[src/rtl/brc_pkg.sv]
// shared constants, command codes and unit result type for the coverage tracker
// no dependencies
`default_nettype none
package brc_pkg;

    localparam int MAX_RANGES_DEF  = 16;
    localparam int OFFSET_BITS_DEF = 48;

    localparam int FIELD_W = 48;
    localparam logic [FIELD_W-1:0] FIELD_MAX = {FIELD_W{1'b1}};

    localparam logic [2:0] CMD_ADD    = 3'd0;
    localparam logic [2:0] CMD_CHECK  = 3'd1;
    localparam logic [2:0] CMD_CLEAR  = 3'd2;
    localparam logic [2:0] CMD_LOCK   = 3'd3;
    localparam logic [2:0] CMD_UNLOCK = 3'd4;

    localparam logic [7:0] LOCK_MAX = 8'd255;

    // what the shared unit says about one stored entry
    typedef struct packed {
        logic               touch;    // overlaps or abuts the query range
        logic               below;    // lies wholly below the query range, with a gap
        logic               hit;      // holds either end byte of the query
        logic [FIELD_W-1:0] sum_next; // running total plus this entry, saturated
    } t_unit_res;

endpackage
`default_nettype wire

[src/rtl/brc_ram.sv]
// generic single-write, single-read ram with registered read data
// no dependencies
`default_nettype none
module brc_ram #(
    parameter int WIDTH = 8,
    parameter int DEPTH = 16
) (
    input  wire logic                     i_clk,
    input  wire logic                     i_we,
    input  wire logic [$clog2(DEPTH)-1:0] i_waddr,
    input  wire logic [WIDTH-1:0]         i_wdata,
    input  wire logic [$clog2(DEPTH)-1:0] i_raddr,
    output logic      [WIDTH-1:0]         o_rdata
);

    logic [WIDTH-1:0] r_mem [DEPTH];

    always_ff @(posedge i_clk) begin
        if (i_we) begin
            r_mem[i_waddr] <= i_wdata;
        end
        o_rdata <= r_mem[i_raddr];
    end

endmodule
`default_nettype wire

[src/rtl/brc_unit.sv]
// shared compare and accumulate unit applied to one stored range per use
// depends on brc_pkg
`default_nettype none
module brc_unit #(
    parameter int PW = brc_pkg::OFFSET_BITS_DEF
) (
    input  wire logic [PW-1:0]               i_first,
    input  wire logic [PW-1:0]               i_last,
    input  wire logic [PW-1:0]               i_qfirst,
    input  wire logic [PW-1:0]               i_qlast,
    input  wire logic [brc_pkg::FIELD_W-1:0] i_sum,
    output brc_pkg::t_unit_res               o_res
);

    localparam int SW = ((PW > brc_pkg::FIELD_W) ? PW : brc_pkg::FIELD_W) + 2;

    logic          lo_ok;
    logic          hi_ok;
    logic [SW-1:0] sum_wide;

    always_comb begin
        lo_ok = ({1'b0, i_last} + (PW+1)'(1)) >= {1'b0, i_qfirst};
        hi_ok = {1'b0, i_first} <= ({1'b0, i_qlast} + (PW+1)'(1));
        sum_wide = SW'(i_sum) + SW'(i_last - i_first) + SW'(1);
        o_res.touch  = lo_ok && hi_ok;
        o_res.below  = !lo_ok;
        o_res.hit    = (i_first <= i_qfirst && i_qfirst <= i_last) ||
                       (i_first <= i_qlast && i_qlast <= i_last);
        o_res.sum_next = (sum_wide > SW'(brc_pkg::FIELD_MAX)) ? brc_pkg::FIELD_MAX
                                                               : sum_wide[brc_pkg::FIELD_W-1:0];
    end

endmodule
`default_nettype wire

[src/rtl/byte_range_coverage_tracker_top.sv]
// byte range coverage tracker: sequencer, range ram and shared compare unit
// depends on brc_pkg, brc_ram, brc_unit
//
//  channel | valid       | ready       | payload
//  --------+-------------+-------------+------------------------------------------
//  input   | i_in_valid  | o_in_ready  | i_cmd, i_offset, i_length
//  output  | o_out_valid | i_out_ready | o_found .. o_unlock_error
//  config  | i_cfg_valid | o_cfg_ready | i_cfg_data (total_size)
//
// each entry visit is a read state then an evaluate state, through the single ram read port
// and the shared unit. add: scan, plan, move entries to open a gap or close a hole, write the
// merged range, recount; a full table with nothing touched ends after the scan. check: scan
// only; zero-length add and others go straight to done, which waits while the result is unread.
// reset empties the table at once; the ram holds no reset contents and needs no sweep.
// a finished result waits in the output register while the next transaction is taken.
`default_nettype none
module byte_range_coverage_tracker_top #(
    parameter int MAX_RANGES  = brc_pkg::MAX_RANGES_DEF,
    parameter int OFFSET_BITS = brc_pkg::OFFSET_BITS_DEF
) (
    input  wire logic        i_clk,
    input  wire logic        i_rst_n,
    input  wire logic        i_in_valid,
    output logic             o_in_ready,
    input  wire logic [2:0]  i_cmd,
    input  wire logic [47:0] i_offset,
    input  wire logic [47:0] i_length,
    output logic             o_out_valid,
    input  wire logic        i_out_ready,
    output logic             o_found,
    output logic             o_complete,
    output logic [47:0]      o_covered_bytes,
    output logic [4:0]       o_entries_used,
    output logic             o_table_full,
    output logic             o_unlock_error,
    input  wire logic        i_cfg_valid,
    output logic             o_cfg_ready,
    input  wire logic [47:0] i_cfg_data
);

    localparam int PW  = OFFSET_BITS;
    localparam int CW  = $clog2(MAX_RANGES + 1);
    localparam int AW  = $clog2(MAX_RANGES);
    localparam int XW  = (PW > 50) ? PW : 50;
    localparam int TW  = ((PW > 48) ? PW : 48) + 1;

    localparam logic [3:0] S_IDLE    = 4'd0;
    localparam logic [3:0] S_SCAN_RD = 4'd1;
    localparam logic [3:0] S_SCAN_EV = 4'd2;
    localparam logic [3:0] S_PLAN    = 4'd3;
    localparam logic [3:0] S_SH_RD   = 4'd4;
    localparam logic [3:0] S_SH_WR   = 4'd5;
    localparam logic [3:0] S_MERGE   = 4'd6;
    localparam logic [3:0] S_FIN     = 4'd7;
    localparam logic [3:0] S_CNT_RD  = 4'd8;
    localparam logic [3:0] S_CNT_EV  = 4'd9;
    localparam logic [3:0] S_DONE    = 4'd10;

    logic [3:0]    r_state, n_state;
    logic [2:0]    r_cmd, n_cmd;
    logic [PW-1:0] r_qf, n_qf, r_ql, n_ql;
    logic [PW-1:0] r_mf, n_mf, r_ml, n_ml;
    logic [CW-1:0] r_idx, n_idx, r_t, n_t, r_k, n_k, r_cnt, n_cnt;
    logic          r_up, n_up;
    logic          r_hit, n_hit, r_full, n_full, r_uerr, n_uerr;
    logic [47:0]   r_sum, n_sum, r_cov, n_cov, r_total, n_total;
    logic [7:0]    r_lock, n_lock;
    logic [PW-1:0] r_head_f, n_head_f, r_head_l, n_head_l;

    logic          n_out_valid, n_found, n_complete, n_table_full, n_unlock_error;
    logic [47:0]   n_covered_bytes;
    logic [4:0]    n_entries_used;

    logic            ram_we;
    logic [CW-1:0]   ram_waddr;
    logic [2*PW-1:0] ram_wdata, ram_rdata;
    logic [PW-1:0]   ent_f, ent_l;

    logic [PW-1:0] off_m, end_in;
    logic [XW-1:0] end_wide;
    logic          head_ok, complete_now, last_idx;
    logic [CW-1:0] dest_dn;

    brc_pkg::t_unit_res unit_res;

    assign ent_f = ram_rdata[2*PW-1:PW];
    assign ent_l = ram_rdata[PW-1:0];

    brc_ram #(.WIDTH(2*PW), .DEPTH(MAX_RANGES)) u_ram (
        .i_clk   (i_clk),
        .i_we    (ram_we),
        .i_waddr (ram_waddr[AW-1:0]),
        .i_wdata (ram_wdata),
        .i_raddr (r_idx[AW-1:0]),
        .o_rdata (ram_rdata)
    );

    brc_unit #(.PW(PW)) u_unit (
        .i_first  (ent_f),
        .i_last   (ent_l),
        .i_qfirst (r_qf),
        .i_qlast  (r_ql),
        .i_sum    (r_sum),
        .o_res    (unit_res)
    );

    assign o_in_ready  = (r_state == S_IDLE);
    assign o_cfg_ready = 1'b1;

    always_comb begin
        // end byte, clipped to the highest offset
        off_m    = PW'(i_offset);
        end_wide = XW'(off_m) + XW'(i_length) - XW'(1);
        if (i_length == '0) begin
            end_in = off_m;
        end else if (end_wide > XW'({PW{1'b1}})) begin
            end_in = {PW{1'b1}};
        end else begin
            end_in = PW'(end_wide);
        end

        head_ok = (TW'(r_head_l) + TW'(1)) >= TW'(r_total);
        complete_now = (r_lock <= 8'd1) &&
                       ((r_total == '0) || (r_cnt == CW'(1) && r_head_f == '0 && head_ok));
        last_idx = (CW'(r_idx + CW'(1)) == r_cnt);
        dest_dn  = CW'(r_idx - r_t + CW'(1));
    end

    always_comb begin
        n_state = r_state;
        n_cmd = r_cmd;
        n_qf = r_qf;
        n_ql = r_ql;
        n_mf = r_mf;
        n_ml = r_ml;
        n_idx = r_idx;
        n_t = r_t;
        n_k = r_k;
        n_cnt = r_cnt;
        n_up = r_up;
        n_hit = r_hit;
        n_full = r_full;
        n_uerr = r_uerr;
        n_sum = r_sum;
        n_cov = r_cov;
        n_lock = r_lock;
        n_total = r_total;
        n_head_f = r_head_f;
        n_head_l = r_head_l;
        n_out_valid = o_out_valid;
        n_found = o_found;
        n_complete = o_complete;
        n_covered_bytes = o_covered_bytes;
        n_entries_used = o_entries_used;
        n_table_full = o_table_full;
        n_unlock_error = o_unlock_error;
        ram_we = 1'b0;
        ram_waddr = r_k;
        ram_wdata = {r_mf, r_ml};

        if (o_out_valid && i_out_ready) begin
            n_out_valid = 1'b0;
        end
        if (i_cfg_valid) begin
            n_total = i_cfg_data;
        end

        unique case (r_state)
            S_IDLE: begin
                if (i_in_valid) begin
                    n_cmd = i_cmd;
                    n_qf = off_m;
                    n_ql = end_in;
                    n_mf = off_m;
                    n_ml = end_in;
                    n_hit = 1'b0;
                    n_full = 1'b0;
                    n_uerr = 1'b0;
                    n_idx = '0;
                    n_t = '0;
                    n_k = '0;
                    n_state = S_DONE;
                    unique case (i_cmd)
                        brc_pkg::CMD_ADD: begin
                            if (i_length != '0) begin
                                n_state = (r_cnt == '0) ? S_PLAN : S_SCAN_RD;
                            end
                        end
                        brc_pkg::CMD_CHECK: begin
                            if (r_cnt != '0) begin
                                n_state = S_SCAN_RD;
                            end
                        end
                        brc_pkg::CMD_CLEAR: begin
                            n_cnt = '0;
                            n_cov = '0;
                        end
                        brc_pkg::CMD_LOCK: begin
                            if (r_lock != brc_pkg::LOCK_MAX) begin
                                n_lock = r_lock + 8'd1;
                            end
                        end
                        brc_pkg::CMD_UNLOCK: begin
                            if (r_lock == '0) begin
                                n_uerr = 1'b1;
                            end else begin
                                n_lock = r_lock - 8'd1;
                            end
                        end
                        default: begin
                        end
                    endcase
                end
            end
            S_SCAN_RD: begin
                n_state = S_SCAN_EV;
            end
            S_SCAN_EV: begin
                if (r_cmd == brc_pkg::CMD_ADD) begin
                    if (unit_res.touch) begin
                        n_t = r_t + CW'(1);
                        if (ent_f < r_mf) n_mf = ent_f;
                        if (ent_l > r_ml) n_ml = ent_l;
                    end
                    if (unit_res.below) begin
                        n_k = r_k + CW'(1);
                    end
                end else begin
                    n_hit = r_hit | unit_res.hit;
                end
                n_idx = r_idx + CW'(1);
                if (last_idx) begin
                    n_state = (r_cmd == brc_pkg::CMD_ADD) ? S_PLAN : S_DONE;
                end else begin
                    n_state = S_SCAN_RD;
                end
            end
            S_PLAN: begin
                n_up = (r_t == '0);
                if (r_t == '0 && r_cnt >= CW'(MAX_RANGES)) begin
                    n_full = 1'b1;
                    n_state = S_DONE;
                end else if (r_t == '0 && r_cnt > r_k) begin
                    // open a gap at the insertion point, top entry first
                    n_idx = r_cnt - CW'(1);
                    n_state = S_SH_RD;
                end else begin
                    n_state = S_MERGE;
                end
            end
            S_SH_RD: begin
                n_state = S_SH_WR;
            end
            S_SH_WR: begin
                ram_we = 1'b1;
                ram_wdata = ram_rdata;
                ram_waddr = r_up ? CW'(r_idx + CW'(1)) : dest_dn;
                if (r_up) begin
                    if (r_idx == r_k) begin
                        n_state = S_MERGE;
                    end else begin
                        n_idx = r_idx - CW'(1);
                        n_state = S_SH_RD;
                    end
                end else begin
                    n_idx = r_idx + CW'(1);
                    n_state = last_idx ? S_FIN : S_SH_RD;
                end
            end
            S_MERGE: begin
                ram_we = 1'b1;
                if (!r_up && r_t > CW'(1) && CW'(r_k + r_t) < r_cnt) begin
                    // close the hole left by the absorbed ranges
                    n_idx = CW'(r_k + r_t);
                    n_state = S_SH_RD;
                end else begin
                    n_state = S_FIN;
                end
            end
            S_FIN: begin
                n_cnt = r_up ? CW'(r_cnt + CW'(1)) : CW'(r_cnt - r_t + CW'(1));
                n_idx = '0;
                n_sum = '0;
                n_state = S_CNT_RD;
            end
            S_CNT_RD: begin
                n_state = S_CNT_EV;
            end
            S_CNT_EV: begin
                n_sum = unit_res.sum_next;
                n_idx = r_idx + CW'(1);
                if (last_idx) begin
                    n_cov = unit_res.sum_next;
                    n_state = S_DONE;
                end else begin
                    n_state = S_CNT_RD;
                end
            end
            S_DONE: begin
                if (!o_out_valid || i_out_ready) begin
                    n_out_valid = 1'b1;
                    n_found = r_hit;
                    n_complete = complete_now;
                    n_covered_bytes = r_cov;
                    n_entries_used = 5'(r_cnt);
                    n_table_full = r_full;
                    n_unlock_error = r_uerr;
                    n_state = S_IDLE;
                end
            end
            default: begin
                n_state = S_IDLE;
            end
        endcase

        // keep a copy of the lowest entry for the completeness test
        if (ram_we && ram_waddr == '0) begin
            n_head_f = ram_wdata[2*PW-1:PW];
            n_head_l = ram_wdata[PW-1:0];
        end
    end

    always_ff @(posedge i_clk) begin
        if (!i_rst_n) begin
            r_state <= S_IDLE;
            r_cnt <= '0;
            r_cov <= '0;
            r_lock <= '0;
            r_total <= '0;
            o_out_valid <= 1'b0;
        end else begin
            r_state <= n_state;
            r_cnt <= n_cnt;
            r_cov <= n_cov;
            r_lock <= n_lock;
            r_total <= n_total;
            o_out_valid <= n_out_valid;
        end
        r_cmd <= n_cmd;
        r_qf <= n_qf;
        r_ql <= n_ql;
        r_mf <= n_mf;
        r_ml <= n_ml;
        r_idx <= n_idx;
        r_t <= n_t;
        r_k <= n_k;
        r_up <= n_up;
        r_hit <= n_hit;
        r_full <= n_full;
        r_uerr <= n_uerr;
        r_sum <= n_sum;
        r_head_f <= n_head_f;
        r_head_l <= n_head_l;
        o_found <= n_found;
        o_complete <= n_complete;
        o_covered_bytes <= n_covered_bytes;
        o_entries_used <= n_entries_used;
        o_table_full <= n_table_full;
        o_unlock_error <= n_unlock_error;
    end

endmodule
`default_nettype wire

[config.mk]
export PLATFORM = sky130hd
export DESIGN_NAME = byte_range_coverage_tracker_top
export DESIGN_NICKNAME = d
export VERILOG_FILES = /design/src/rtl/brc_pkg.sv /design/src/rtl/brc_ram.sv /design/src/rtl/brc_unit.sv /design/src/rtl/byte_range_coverage_tracker_top.sv
export SDC_FILE = /design/constraint.sdc
export NUM_CORES = 2
export LEC_CHECK = 0
export BUFFER_PORTS_ARGS = -buffer_cell sky130_fd_sc_hd__buf_4
export CAP_MARGIN = 20
export CORE_UTILIZATION = 53
export DETAILED_ROUTE_END_ITERATION = 12
export PLACE_DENSITY_LB_ADDON = 0.2
export SLEW_MARGIN = 20
export SYNTH_ARGS = -nofsm -noshare
export SYNTH_HDL_FRONTEND = slang
export SYNTH_SLANG_ARGS = --single-unit
[constraint.sdc]
create_clock -name i_clk -period 22.9 [get_ports i_clk]
set_clock_uncertainty 0.1 [all_clocks]
set_input_delay 2.29 -clock i_clk [delete_from_list [all_inputs] [get_ports i_clk]]
set_output_delay 2.29 -clock i_clk [all_outputs]
set_load 0.005 [all_outputs]
==> run_results.csv <==
group,metric,value,unit
timing,final.setup.tns,0,ns
status,outcome,"complete, no violations",
setup_path,arrival,7.66,ns
power,cellPowerDensity,148,nW/um2
floorplan,die_w,445,um
cells_and_area,top_regs,"u_ram.r_mem x1536, u_ram.o_rdata x96",
synthesis,synth_compound_area_share,8.28,%
clock_tree,htreeDepth,4,
timing,drv_slew,0,
floorplan,num_rows,162,
hold_path,min_to,"o_unlock_error",
synthesis,yosysSeqAreaShare,60.5,%
clock_tree,postCtsHoldBufs,0,
clock_tree,clk_latency,0.89,ns
floorplan,fp.dieArea,198000,um2
global_route,grt_max_degree,140,
timing,relSlewSlack,23.6,%
synthesis,synth_fa_ha_area_share,8.15,%
setup_path,required,23.30,ns
job,cap_viol_max_count,0,
detailed_routing,vias,65500,
timing,fin_crit_sh,31.7,%
cells_and_area,largest_register,"u_ram.r_mem",
cells_and_area,drive_above_1_share,16.6,%
timing,max_freq,0.138,GHz
setup_path,ff2ff_path_depth,19,
setup_path,r2r_end,"r_mf[39]",
setup_path,critPathCaptureType,"flip-flop",
synthesis,synth_edf_count,1951,
timing,layout_min_cycle_time,7.26,ns
setup_path,r2r_slack,15.64,ns
placed_design,gp_congestion,0.967,
floorplan,io_pins,212,
clock_tree,clock_path_buffers,3,
synthesis,syn_inst,7272,
power,leakage,42.9,nW
cells_and_area,num-nets-final,8472,
timing,hold_viol_final,0,
setup_path,worstSetupPathType,"reg -> reg",
timing,rsz0062_at_grt,"no",
global_route,track_usage,31.2,%
synthesis,synthTopCellsByArea,"edfxtp_1 56%, mux4_2 10%, ha_1 8.0%",
synthesis,netlist_area,104000,um2
synthesis,synth_area_per_cell,14.3,um2
synthesis,yosysUniqueCellTypes,80,
synthesis,synthMuxAreaShare,11.0,%
synthesis,synth_simple_gate_area_share,6.24,%
hold_path,holdPathStages,0,
synthesis,yosys-top-cells-count,"1951 x edfxtp_1, 667 x ha_1, 616 x inv_1, 480 x mux4_2, 441 x a21oi_1",
clock_tree,clk_pin_slew,0.06,ns
global_route,grt_pass1_wl,444,mm
detailed_routing,ant_nets,0,
hold_path,hold_path.startpoint,"r_uerr",
synthesis,synth_top_family_by_area,"multiplexers",
global_route,overflow,0,
floorplan,initial_core_util,53.3,%
cells_and_area,seqCellArea,62800,um2
setup_path,r2r-start,"u_ram.o_rdata[3]",
cells_and_area,finalCoreUtilization,60.0,%
detailed_routing,drt_wl_total,309,mm
cells_and_area,area_growth,12.6,%
global_route,antenna_found_initial,20,
synthesis,synth_top_area_share,56.4,%
synthesis,ys_seq_elements,2161,
clock_tree,ctsResizeCount,0,
timing,setup_viol,0,
detailed_routing,avgRoutedWirePerCell,29.5,um
synthesis,synthesis.nets,8097,
detailed_routing,remaining_drc_errors,0,
floorplan,die-height,445,um
hold_path,hp-class,"reg -> reg",
clock_tree,post_cts_buffers,0,
power,vdd_drop_max,0.000132,V
synthesis,async_flop_share,0,%
placed_design,hpwl,214,mm
synthesis,yosys.area.top_type,"edfxtp_1",
floorplan,core_area,195000,um2
detailed_routing,via_per_inst,6.25,
cells_and_area,multiInputGateArea,38000,um2
clock_tree,cts.sinks,2161,
synthesis,synth_ff_type,"edfxtp_1",
detailed_routing,dr.pass1.iters,6,
clock_tree,cts_buffers,215,
setup_path,start_kind,"flip-flop",
synthesis,synth_warnings,0,
clock_tree,cts_root_buf,"clkbuf_16",
timing,tightest_slew,1.14,ns
clock_tree,cts_tree,"done",
global_route,grt_pass1_vias,64000,
cells_and_area,filler_cell_count,14800,
synthesis,yosysMostFrequentCell,"edfxtp_1",
synthesis,yosys.area_share.xor_xnor,2.62,%
placed_design,portBuffers,210,
cells_and_area,largest_register_ffs,1536,
setup_path,path_max_fanout,43,
detailed_routing,first_iter_violations,7032,
how the worst max path moves through the flow:
| stage | to | from | cells after the start |
|---|---|---|---|
| finish | r_mf[39] | u_ram.o_rdata[3] | 19 |
| global route | r_mf[39] | u_ram.o_rdata[3] | 20 |
| CTS | r_mf[41] | u_ram.o_rdata[3] | 20 |
| detailed placement | r_mf[27] | u_ram.o_rdata[3] | 20 |
| global placement | r_ml[45] | u_ram.o_rdata[3] | 20 |
| floorplan | r_head_f[0] | r_idx[1] | 15 |
power by group:
| group | internal [mW] | switching (mW) |
|---|---|---|
| combinational | 3.08 | 5.13 |
| sequential | 5.13 | 0.336 |
| clock | 2.04 | 1.55 |
| total | 10.2 | 7.01 |
cell type report:
cell class / instances / area share, %
multi-input cells: 4223 / 32.5
clock buffers: 289 / 5.11
diodes: 14 / 0.0300
clock inverters: 121 / 1.09
inverters: 616 / 1.98
well taps: 2624 / 2.81
repair buffers: 430 / 2.81
flip-flops and latches: 2161 / 53.7
per-stage QoR:
stage                     setup slack, ns  total power [mW]  hold slack [ns]  cell area, um2  std cells
final                               15.64              17.3            0.322          117000      10500
after CTS                           15.69              17.2            0.325          117000      10500
after floorplan                      3.88              10.9            0.300          104000       7272
after global routing                15.13              18.1            0.328          117000      10500
after global placement              15.32              13.5            0.302          110000      10100
after detailed placement            15.71              13.6            0.308          110000      10100
per-layer routing:
metal	GRT usage (%)	vias up	share of wire (%)
li1	-	28700	-
met1	43.4	33300	41
met2	50.3	2942	47
met3	3.86	522	7.0
met4	12.1	0	4.4
met5	0	-	0
kinds of logic after synthesis:
group / after synthesis
flops: 2161
simple gates: 1312
mux: 540
other cells: 1
compound gates: 1386
xor+xnor: 311
buf+inv: 888
fa+ha+maj: 673
critical path: stages, from the launching register on:
cell      delay [ns]
dfxtp_1         0.51
inv_1           0.16
nor3_1          0.32
nand2_1         0.17
or4_1           0.60
nor2_1          0.49
inv_1           0.13
nor3_1          0.63
nand2_1         0.14
xnor2_1         0.17
ha_1            0.30
nand4_1         0.16
nor4_1          0.40
nand2_1         0.13
o21ai_0         0.20
a221oi_1        0.08
o21ai_0         0.39
o211ai_1        0.40
o31ai_4         0.63
buf_4           0.64
cells in the final DEF, fill, tap and decap left out, drive strengths merged, types with 30 or more instances in the layout:
cell,instances
edfxtp,1951
ha,667
inv,625
mux4,480
a21oi,442
nand2,432
buf,430
o21ai,328
clkbuf,289
xnor2,237
a21o,230
dfxtp,210
nor2,204
nand4,138
nand3,120
nor2b,106
clkinv,88
xor2,74
o211ai,70
nor3,66
nor4,63
mux2i,58
and3,50
o22ai,50
nand2b,42
o21a,35
o21bai,30
Power figures use the tool's default switching activity.
